===== src/hw/rtl/lwpc_pkg.sv =====
`default_nettype none

package lwpc_pkg;

    localparam logic [15:0] CLEAR_COLOR = 16'h8000;
    localparam logic [8:0]  LINE_WIDTH  = 9'd240;
    localparam int          CFG_DATA_W  = 32;
    localparam int          CFG_INDEX_W = 3;

    // Empty priority: no background covers the pixel.
    localparam logic [2:0]  PRIO_NONE   = 3'd4;
    localparam logic [2:0]  PRIO_START  = 3'd5;

    typedef enum logic [CFG_INDEX_W-1:0] {
        REG_WIN0_BOUNDS   = 3'd0,
        REG_WIN1_BOUNDS   = 3'd1,
        REG_WIN_ENABLES   = 3'd2,
        REG_WIN_MASKS     = 3'd3,
        REG_LAYER_ENABLES = 3'd4,
        REG_BG_PRIOS      = 3'd5,
        REG_BACKDROP      = 3'd6
    } t_reg_index;

    typedef enum logic [1:0] {
        REGION_WIN0    = 2'd0,
        REGION_WIN1    = 2'd1,
        REGION_SPR_WIN = 2'd2,
        REGION_OUTSIDE = 2'd3
    } t_region;

    typedef struct packed {
        logic [31:0] win0_bounds;
        logic [31:0] win1_bounds;
        logic [2:0]  window_enables;
        logic [19:0] window_layer_masks;
        logic [3:0]  layer_enables;
        logic [7:0]  bg_priorities;
        logic [15:0] fill_color;
    } t_cfg;

    typedef struct packed {
        logic [7:0]  pixel_x;
        logic [7:0]  line_number;
        logic [15:0] bg0_color;
        logic [15:0] bg1_color;
        logic [15:0] bg2_color;
        logic [15:0] bg3_color;
        logic [15:0] sprite_color;
        logic [2:0]  sprite_priority;
        logic        sprite_window_hit;
    } t_pix;

endpackage

`default_nettype wire


===== src/hw/rtl/lwpc_cfg.sv =====
`default_nettype none

module lwpc_cfg (
    input  wire logic                                i_clk,
    input  wire logic                                i_rst_n,
    input  wire logic                                i_cfg_we,
    input  wire logic [lwpc_pkg::CFG_INDEX_W-1:0]    i_cfg_index,
    input  wire logic [lwpc_pkg::CFG_DATA_W-1:0]     i_cfg_wdata,
    output      lwpc_pkg::t_cfg                      o_cfg
);
    import lwpc_pkg::*;

    t_cfg r_cfg;

    always_ff @(posedge i_clk) begin
        if (!i_rst_n) begin
            r_cfg <= '0;
        end else if (i_cfg_we) begin
            case (t_reg_index'(i_cfg_index))
                REG_WIN0_BOUNDS:   r_cfg.win0_bounds        <= i_cfg_wdata;
                REG_WIN1_BOUNDS:   r_cfg.win1_bounds        <= i_cfg_wdata;
                REG_WIN_ENABLES:   r_cfg.window_enables     <= i_cfg_wdata[2:0];
                REG_WIN_MASKS:     r_cfg.window_layer_masks <= i_cfg_wdata[19:0];
                REG_LAYER_ENABLES: r_cfg.layer_enables      <= i_cfg_wdata[3:0];
                REG_BG_PRIOS:      r_cfg.bg_priorities      <= i_cfg_wdata[7:0];
                REG_BACKDROP:      r_cfg.fill_color         <= i_cfg_wdata[15:0];
                default: begin
                    // unmapped index: write is dropped
                end
            endcase
        end
    end

    assign o_cfg = r_cfg;

endmodule

`default_nettype wire


===== src/hw/rtl/lwpc_mix.sv =====
`default_nettype none

module lwpc_mix #(
    parameter logic [8:0] LINE_WIDTH = lwpc_pkg::LINE_WIDTH
) (
    input  wire lwpc_pkg::t_cfg i_cfg,
    input  wire lwpc_pkg::t_pix i_pix,
    output logic [15:0]         o_final_color
);
    import lwpc_pkg::*;

    function automatic logic win_hit(input logic [31:0] bounds,
                                     input logic [7:0] x,
                                     input logic [7:0] y);
        // half-open box, no wrap: left >= right gives an empty window
        return (x >= bounds[7:0]) && (x < bounds[15:8]) &&
               (y >= bounds[23:16]) && (y < bounds[31:24]);
    endfunction

    t_region     region;
    logic [4:0]  visible;
    logic [15:0] bg_color [4];
    logic [2:0]  best_prio;
    logic [2:0]  prio;
    logic [1:0]  p;
    logic [15:0] color;

    assign bg_color[0] = i_pix.bg0_color;
    assign bg_color[1] = i_pix.bg1_color;
    assign bg_color[2] = i_pix.bg2_color;
    assign bg_color[3] = i_pix.bg3_color;

    always_comb begin
        if (i_cfg.window_enables[0] &&
            win_hit(i_cfg.win0_bounds, i_pix.pixel_x, i_pix.line_number)) begin
            region = REGION_WIN0;
        end else if (i_cfg.window_enables[1] &&
            win_hit(i_cfg.win1_bounds, i_pix.pixel_x, i_pix.line_number)) begin
            region = REGION_WIN1;
        end else if (i_cfg.window_enables[2] && i_pix.sprite_window_hit) begin
            region = REGION_SPR_WIN;
        end else begin
            region = REGION_OUTSIDE;
        end
    end

    always_comb begin
        if (i_cfg.window_enables == 3'd0) begin
            visible = 5'h1F;
        end else begin
            case (region)
                REGION_WIN0:    visible = i_cfg.window_layer_masks[4:0];
                REGION_WIN1:    visible = i_cfg.window_layer_masks[9:5];
                REGION_SPR_WIN: visible = i_cfg.window_layer_masks[14:10];
                default:        visible = i_cfg.window_layer_masks[19:15];
            endcase
        end
    end

    // strict less-than keeps the lower background index on a tie
    always_comb begin
        best_prio = PRIO_START;
        prio      = PRIO_NONE;
        color     = i_cfg.fill_color;
        p         = 2'd0;
        for (int i = 0; i < 4; i++) begin
            p = i_cfg.bg_priorities[2*i +: 2];
            if (i_cfg.layer_enables[i] && visible[i] &&
                (bg_color[i] != CLEAR_COLOR) && ({1'b0, p} < best_prio)) begin
                best_prio = {1'b0, p};
                prio      = {1'b0, p};
                color     = bg_color[i];
            end
        end
        if (visible[4] && (i_pix.sprite_priority <= prio) &&
            (i_pix.sprite_color != CLEAR_COLOR)) begin
            color = i_pix.sprite_color;
        end
        if ({1'b0, i_pix.pixel_x} >= LINE_WIDTH) begin
            color = i_cfg.fill_color;
        end
    end

    assign o_final_color = color;

endmodule

`default_nettype wire


===== src/hw/rtl/layer_window_priority_compositor_core.sv =====
`default_nettype none

// Layer / window / priority compositor, one screen pixel per transfer.
// Input channel (i_valid / o_ready) carries the pixel column, scanline,
// four background colors, the sprite color and priority, and the sprite
// window flag. Output channel (o_valid / i_ready) carries the final color.
// Configuration is a plain write port (i_cfg_we, i_cfg_index, i_cfg_wdata);
// write it only while no pixel is in flight.
// The input transfer fills the input register; the compose logic reads it
// and the result register captures the color, which drives o_valid.
// Throughput: one pixel per cycle while the receiver takes results; both
// stages are pipeline registers and the compose logic is a single pass
// between them.
// When the receiver stalls, the result register holds its pixel, the input
// register fills with the next one, and o_ready falls once both are full;
// it rises again in the cycle the receiver takes the result.
// Reset (synchronous, active low) empties both stages and clears all
// configuration registers to zero.
module layer_window_priority_compositor_core #(
    parameter logic [8:0] LINE_WIDTH = lwpc_pkg::LINE_WIDTH
) (
    input  wire logic                             i_clk,
    input  wire logic                             i_rst_n,
    input  wire logic                             i_cfg_we,
    input  wire logic [lwpc_pkg::CFG_INDEX_W-1:0] i_cfg_index,
    input  wire logic [lwpc_pkg::CFG_DATA_W-1:0]  i_cfg_wdata,
    input  wire logic                             i_valid,
    output      logic                             o_ready,
    input  wire logic [7:0]                       i_pixel_x,
    input  wire logic [7:0]                       i_line_number,
    input  wire logic [15:0]                      i_bg0_color,
    input  wire logic [15:0]                      i_bg1_color,
    input  wire logic [15:0]                      i_bg2_color,
    input  wire logic [15:0]                      i_bg3_color,
    input  wire logic [15:0]                      i_sprite_color,
    input  wire logic [2:0]                       i_sprite_priority,
    input  wire logic                             i_sprite_window_hit,
    output      logic                             o_valid,
    input  wire logic                             i_ready,
    output      logic [15:0]                      o_final_color
);
    import lwpc_pkg::*;

    t_cfg        cfg;
    t_pix        n_pix;
    t_pix        r_pix;
    logic        r_in_valid;
    logic        r_out_valid;
    logic [15:0] n_final_color;
    logic [15:0] r_final_color;
    logic        out_ready;

    lwpc_cfg u_cfg (
        .i_clk       (i_clk),
        .i_rst_n     (i_rst_n),
        .i_cfg_we    (i_cfg_we),
        .i_cfg_index (i_cfg_index),
        .i_cfg_wdata (i_cfg_wdata),
        .o_cfg       (cfg)
    );

    assign n_pix = '{
        pixel_x:           i_pixel_x,
        line_number:       i_line_number,
        bg0_color:         i_bg0_color,
        bg1_color:         i_bg1_color,
        bg2_color:         i_bg2_color,
        bg3_color:         i_bg3_color,
        sprite_color:      i_sprite_color,
        sprite_priority:   i_sprite_priority,
        sprite_window_hit: i_sprite_window_hit
    };

    assign out_ready = !r_out_valid || i_ready;
    assign o_ready   = !r_in_valid || out_ready;

    always_ff @(posedge i_clk) begin
        if (!i_rst_n) begin
            r_in_valid <= 1'b0;
        end else if (o_ready) begin
            r_in_valid <= i_valid;
        end
    end

    always_ff @(posedge i_clk) begin
        if (i_valid && o_ready) begin
            r_pix <= n_pix;
        end
    end

    lwpc_mix #(
        .LINE_WIDTH (LINE_WIDTH)
    ) u_mix (
        .i_cfg         (cfg),
        .i_pix         (r_pix),
        .o_final_color (n_final_color)
    );

    always_ff @(posedge i_clk) begin
        if (!i_rst_n) begin
            r_out_valid <= 1'b0;
        end else if (out_ready) begin
            r_out_valid <= r_in_valid;
        end
    end

    always_ff @(posedge i_clk) begin
        if (r_in_valid && out_ready) begin
            r_final_color <= n_final_color;
        end
    end

    assign o_valid       = r_out_valid;
    assign o_final_color = r_final_color;

endmodule

`default_nettype wire

===== config.mk =====
export PLATFORM = sky130hd
export DESIGN_NAME = layer_window_priority_compositor_core
export DESIGN_NICKNAME = d
export VERILOG_FILES = /design/src/hw/rtl/lwpc_pkg.sv /design/src/hw/rtl/lwpc_cfg.sv /design/src/hw/rtl/lwpc_mix.sv /design/src/hw/rtl/layer_window_priority_compositor_core.sv
export SDC_FILE = /design/constraint.sdc
export NUM_CORES = 1
export LEC_CHECK = 0
export ABC_AREA = 1
export BUFFER_PORTS_ARGS = -buffer_cell sky130_fd_sc_hd__buf_4
export CAP_MARGIN = 30
export CORE_ASPECT_RATIO = 0.75
export CORE_MARGIN = 4
export CORE_UTILIZATION = 33
export DETAILED_ROUTE_END_ITERATION = 7
export PLACE_DENSITY = 0.49
export SLEW_MARGIN = 20
export SYNTH_ARGS = -nofsm -noshare
export SYNTH_HDL_FRONTEND = slang
export SYNTH_SLANG_ARGS = --single-unit

===== constraint.sdc =====
create_clock -name i_clk -period 16.4 [get_ports i_clk]
set_input_delay 3.28 -clock i_clk [delete_from_list [all_inputs] [get_ports i_clk]]
set_output_delay 3.28 -clock i_clk [all_outputs]
set_load 0.02 [all_outputs]

# After elaboration in Yosys (flattened, before gate mapping)
# Index checks and enable logic that the tools add are counted.
op_classes:
  reduce_logical: 39
  n_lt_le_gt_ge: 14
  n_mux: 18
  n_eq_ne: 13
op_table:
  columns: ["cell", "count"]
  rows:
  - ["$mux 16", 6]
  - ["$ne 16x16->1 const B", 5]
  - ["$ge 8x8->1", 4]
  - ["$lt 8x8->1", 4]
  - ["$logic_and 1x1->1", 25]
  - ["$mux 3", 7]
  - ["$pmux 5 s3", 1]
  - ["$reduce_and 2->1", 7]
  - ["$eq 3x3->1 const B", 3]
  - ["$lt 2x3->1", 3]
  - ["$ge 8x8->1 const B", 1]
  - ["$eq 3x2->1 const B", 2]
  - ["$logic_not 3->1", 2]
  - ["$mux 5", 1]
  - ["$mux 2", 2]
  - ["$eq 3x1->1 const B", 1]
  - ["$le 3x3->1", 1]
  - ["$lt 2x3->1 const B", 1]
  - ["$eq 2x1->1 const B", 1]
  - ["$eq 2x2->1 const B", 1]
  - ["$logic_not 1->1", 2]
  - ["$logic_not 2->1", 1]
  - ["$logic_or 1x1->1", 2]
  - ["$mux 1", 1]
totals:
  inputBits: 140
  output_inout_bits: 18
  reg_bits: 233
  elab_cells: 103

# Longest topological paths before layout
logic_depth:
  depth_word: 28
  ltp_mapped: 51
  ltp_nobuf: 45

# By module
# A second synthesis with hierarchy kept.
unflattened:
  hier_cells: 1461
  hier_area_um2: 11797.6
modules_own_cells:
  columns: ["mod", "area_per_inst_um2", "seq_area_each_um2", "cells_each", "instances"]
  rows:
  - ["lwpc_cfg", 4595.7, 2302.2, 673, 1]
  - ["lwpc_mix", 3623.5, 0.0, 659, 1]
  - ["layer_window_priority_compositor_core", 3578.4, 3523.4, 129, 1]

# Worst setup path before layout
# Ideal clock, no wire load.
synth_timing:
  path_kind: "input -> output"
  start: "in i_ready"
  end: "out o_ready"
  t_required_ns: 13.120
  arrival_ns: 3.553
  cell_stages: 2
  setup_slack_ns: 9.567
  path_buffers: 0
  path_cell_list: "inv_1 nand3_1"
synth_via:
  elab_chain_cells: 2
synth_lines:
  columns: ["item", "line_no", "rtl"]
  rows:
  - ["start: declaration", "layer_window_priority_compositor_core.sv:39", "input wire logic i_ready,"]
  - ["$logic_or 1x1->1", "layer_window_priority_compositor_core.sv:74", "assign out_ready = !r_out_valid || i_ready;"]
  - ["$logic_or 1x1->1", "layer_window_priority_compositor_core.sv:75", "assign o_ready = !r_in_valid || out_ready;"]
  - ["end: declaration", "layer_window_priority_compositor_core.sv:28", "output logic o_ready,"]
# Every way passes these cells.

# Worst setup path after layout
layout_timing:
  start: "reg r_pix[97] in the netlist's numbering"
  end: "reg r_final_color[3], in the netlist o_final_color[3] (data pin)"
layout_via:
  elab_chain_cells: 28
  word_cells_on_any_way: 51
  classes_between: "order compare (9); eq/ne (2); mux (17); reduce/logical (23)"
layout_lines:
  columns: ["item", "line_no", "rtl"]
  rows:
  - ["start: declaration", "layer_window_priority_compositor_core.sv:46", "t_pix r_pix;"]
  - ["start signal: assignment", "layer_window_priority_compositor_core.sv:87", "r_pix <= n_pix;"]
  - ["$ge 8x8->1 or $lt 8x8->1 (tied branches)", "lwpc_mix.sv:16", "return (x >= bounds[7:0]) && (x < bounds[15:8]) &&"]
  - ["$logic_and 1x1->1 (2 in series)", "lwpc_mix.sv:16", null]
  - ["$logic_and 1x1->1", "lwpc_mix.sv:17", "(y >= bounds[23:16]) && (y < bounds[31:24]);"]
  - ["$logic_and 1x1->1", "lwpc_mix.sv:37", "end else if (i_cfg.window_enables[1] &&"]
  - ["$mux 2", "lwpc_mix.sv:37", null]
  - ["$mux 2", "lwpc_mix.sv:34", "if (i_cfg.window_enables[0] &&"]
  - ["$eq 2x2->1, or another cell as far along", "lwpc_mix.sv:51", "case (region)"]
  - ["$pmux 5 s3", "lwpc_mix.sv:51", null]
  - ["[11 not listed]", null, null]
  - ["$lt 2x3->1", "lwpc_mix.sv:69", "(bg_color[i] != CLEAR_COLOR) && ({1'b0, p} < best_prio)) begin"]
  - ["$logic_and 1x1->1", "lwpc_mix.sv:69", null]
  - ["$mux 3", "lwpc_mix.sv:68", "if (i_cfg.layer_enables[i] && visible[i] &&"]
  - ["$le 3x3->1", "lwpc_mix.sv:75", "if (visible[4] && (i_pix.sprite_priority <= prio) &&"]
  - ["$logic_and 1x1->1 (2 in series)", "lwpc_mix.sv:75", null]
  - ["$mux 16", "lwpc_mix.sv:75", null]
  - ["$mux 16 (*)", "lwpc_mix.sv:79", "if ({1'b0, i_pix.pixel_x} >= LINE_WIDTH) begin"]
  - ["via n_final_color[3]", "layer_window_priority_compositor_core.sv:49", "logic [15:0] n_final_color;"]
  - ["end signal: assignment", "layer_window_priority_compositor_core.sv:109", "r_final_color <= n_final_color;"]
  - ["end: declaration", "layer_window_priority_compositor_core.sv:50", "logic [15:0] r_final_color;"]
# Mark *: on every way through the listed nets, which the timed path passes. The rest lies on a longest branch.
# A chain may end at the register's enable or synchronous reset.

==> metrics.csv <==
stage,metric,value,unit
pwr,power.density,105,nW/um^2
logic_synthesis,yosysMostFrequentCell,nand2_1,
global_routing,track_usage,18.0,%
job,cap_violations,0,
logic_synthesis,synth.avg_cell_area,8.75,um^2
worst_setup_path,cp-start-kind,flop,
floorplanning,io_pins,158,
pwr,ir_drop,0.0715,mV
timing,max_freq,0.135,GHz
logic_synthesis,synthesis.nets,1470,
clock_tree,cts_buffers,25,
timing,worst_slew_pin_slew,939,ps
timing,period_needed,7420,ps
worst_hold_path,hold_path.class,reg -> reg,
clock_tree,numClockSinks,233,
timing,slew_violations,0,
logic_synthesis,synthArstFlopShare,0,%
route,wire_per_inst,18.1,um
logic_synthesis,yosys-top-cells-count,"nand2_1 (186), inv_1 (172), o21ai_0 (167)",
logic_synthesis,seq_area_frac_synth,52.7,%
floorplanning,initial_core_util,33.8,%
logic_synthesis,netlist.area_leader.share,31.5,%
clock_tree,post-cts-setup-buffers,0,
floorplanning,die_w,219,um
logic_synthesis,synth_top_area_cell,edfxtp_1,
route,drc,0,
cells_and_area,fillers,3306,
clock_tree,cts_hold_buf,0,
floorplanning,num_rows,57,
worst_setup_path,cpPeakStageDelay,500,ps
placement,place_congestion,0.901,
clock_tree,htree_levels,1,
worst_setup_path,criticalPathCategory,reg -> reg,
floorplanning,die-area,36500,um^2
cells_and_area,diodes,0,
timing,timing.final.crit_share,45.2,%
global_routing,antenna_found_initial,1,
clock_tree,cts_root_buffer,clkbuf_16,
global_routing,grt_pass1_vias,8574,
logic_synthesis,syn_area,11100,um^2
logic_synthesis,synth-edff-count,116,
logic_synthesis,synthFlopType,dfxtp_1,
logic_synthesis,synthCells,1264,
cells_and_area,drive_gt1_share,17.1,%
cells_and_area,regArea,5830,um^2
logic_synthesis,ys_ff_latch,233,
timing,finalHoldViolCount,0,
pwr,leakage,0.00569,uW
worst_setup_path,cp_max_fo,38,
timing,whs,461,ps
clock_tree,clk_pin_slew,60,ps
floorplanning,core_area,32700,um^2
placement,io_buffers,157,
route,drt_first_iter_violations,725,
global_routing,grt_max_degree,117,
timing,fin_tns_setup,0,ps
worst_setup_path,critPathRequiredTime,16690,ps
logic_synthesis,yosysUniqueCellTypes,41,
outcome,status,finished clean,
logic_synthesis,synth_area_leaders,"edfxtp_1 (32%), dfxtp_1 (21%), o21ai_0 (7.6%)",
cells_and_area,multi_input_area,4320,um^2
worst_setup_path,slowest_stage,edfxtp_1,
global_routing,overflow,0,
route,ant_nets,0,
clock_tree,cts_tree,done,
clock_tree,cts-resized-gates,0,
floorplanning,die-height,167,um
cells_and_area,area_delta_synth_final,21.6,%
placement,dp_hpwl,25000,um
route,vias,8918,
timing,setup_viol,0,
clock_tree,clock_latency,530,ps
timing,finClkSkew,6.40,ps
worst_setup_path,crit_path_frequent_cell,nand2_1,
timing,rsz0062_at_grt,no,
worst_setup_path,cp-end-kind,flop,
timing,slew_headroom,37.4,%
route,routed_wl,33700,um
clock_tree,clockBufferDepth,3,
worst_setup_path,cp.arrival,7700,ps
route,dr.pass1.iters,5,
cells_and_area,fin_nets,1611,
logic_synthesis,yosysWarnings,0,
global_routing,grt_first_pass_wirelength,51100,um
route,viasPerCell,4.78,
state kept, by name (all words and copies together), names as in the netlist:
register,flops
u_cfg.o_cfg,115
r_pix,100
o_final_color,16
o_valid,1
r_in_valid,1
placed cells by master, fill, tap and decap left out, types with 25 or more instances in the layout:
cell type / synthesis / layout
nand2_1: 186 / 186
inv_1: 172 / 171
o21ai_0: 167 / 167
buf_4: 2 / 165
nor2_1: 146 / 146
dfxtp_1: 117 / 117
edfxtp_1: 116 / 116
a21oi_1: 86 / 86
ha_1: 66 / 66
nand3_1: 54 / 54
clkbuf_16: 0 / 25
layer usage:
layer  up-vias  track usage (%)  part of all wire (%)
li1       4503                -                     -
met1      4170             29.4                    53
met2       217             24.7                    40
met3        28             2.97                   5.1
met4         0             3.13                   1.6
met5         -                0                     0
where the power goes:
group          total, uW  switching (uW)  internal (uW)  leakage (uW)
sequential           666            19.3            647       0.00208
combinational        174             106           68.5       0.00322
clock                565             239            326      0.000385
total               1410             364           1040       0.00569
worst max-delay path: cells and delay by family (launching register included):
family,cells,cell delay (ps)
DFF,1,500
buffers and inverters,3,410
AOI/OAI and AO/OA,11,2140
and+or+nand+nor,18,2680
adders and majority gates,5,1400
stage by stage:
step           cell area [um^2]  utilization, %  power, uW  cells  setup WS [ps]
4_1_cts                   13400            41.0       1420   1864           9050
2_1_floorplan             11100               -        772   1264           9570
3_3_place_gp              12600            38.6        850   1819           9240
6_report                  13400            41.1       1410   1865           8980
5_1_grt                   13400            41.1       1470   1865           8220
3_5_place_dp              12600            38.6        851   1819           9100
kinds of logic (layout without fill, tap and decap cells):
| kind of cell | Yosys count | in the layout | synth area share [%] |
|---|---|---|---|
| and+or+nand+nor | 450 | 450 | 18.1 |
| AOI/OAI and AO/OA | 282 | 282 | 13.5 |
| DFF | 233 | 233 | 52.7 |
| buffers and inverters | 233 | 392 | 8.23 |
| adders and majority gates | 66 | 66 | 7.47 |
final cells by class:
cell class / instances / share of cell area [%]
Timing Repair Buffer: 166 / 9.42
Multi-Input combinational cell: 798 / 32.1
Tap cell: 442 / 4.11
Inverter: 181 / 5.08
Clock inverter: 16 / 1.17
Sequential cell: 233 / 43.3
Clock buffer: 29 / 4.76
final timing paths:
check	start	endpoint	slack, ps	depth (start not counted)
worst max-delay path	r_pix[97]	o_final_color[3]	8980	37
worst min-delay path	u_cfg.o_cfg[87]	u_cfg.o_cfg[87]	460	2
worst max register to register	r_pix[97]	o_final_color[3]	8980	37
worst min register to register	u_cfg.o_cfg[87]	u_cfg.o_cfg[87]	460	2
Note: power is estimated with default switching activity, not from simulation.
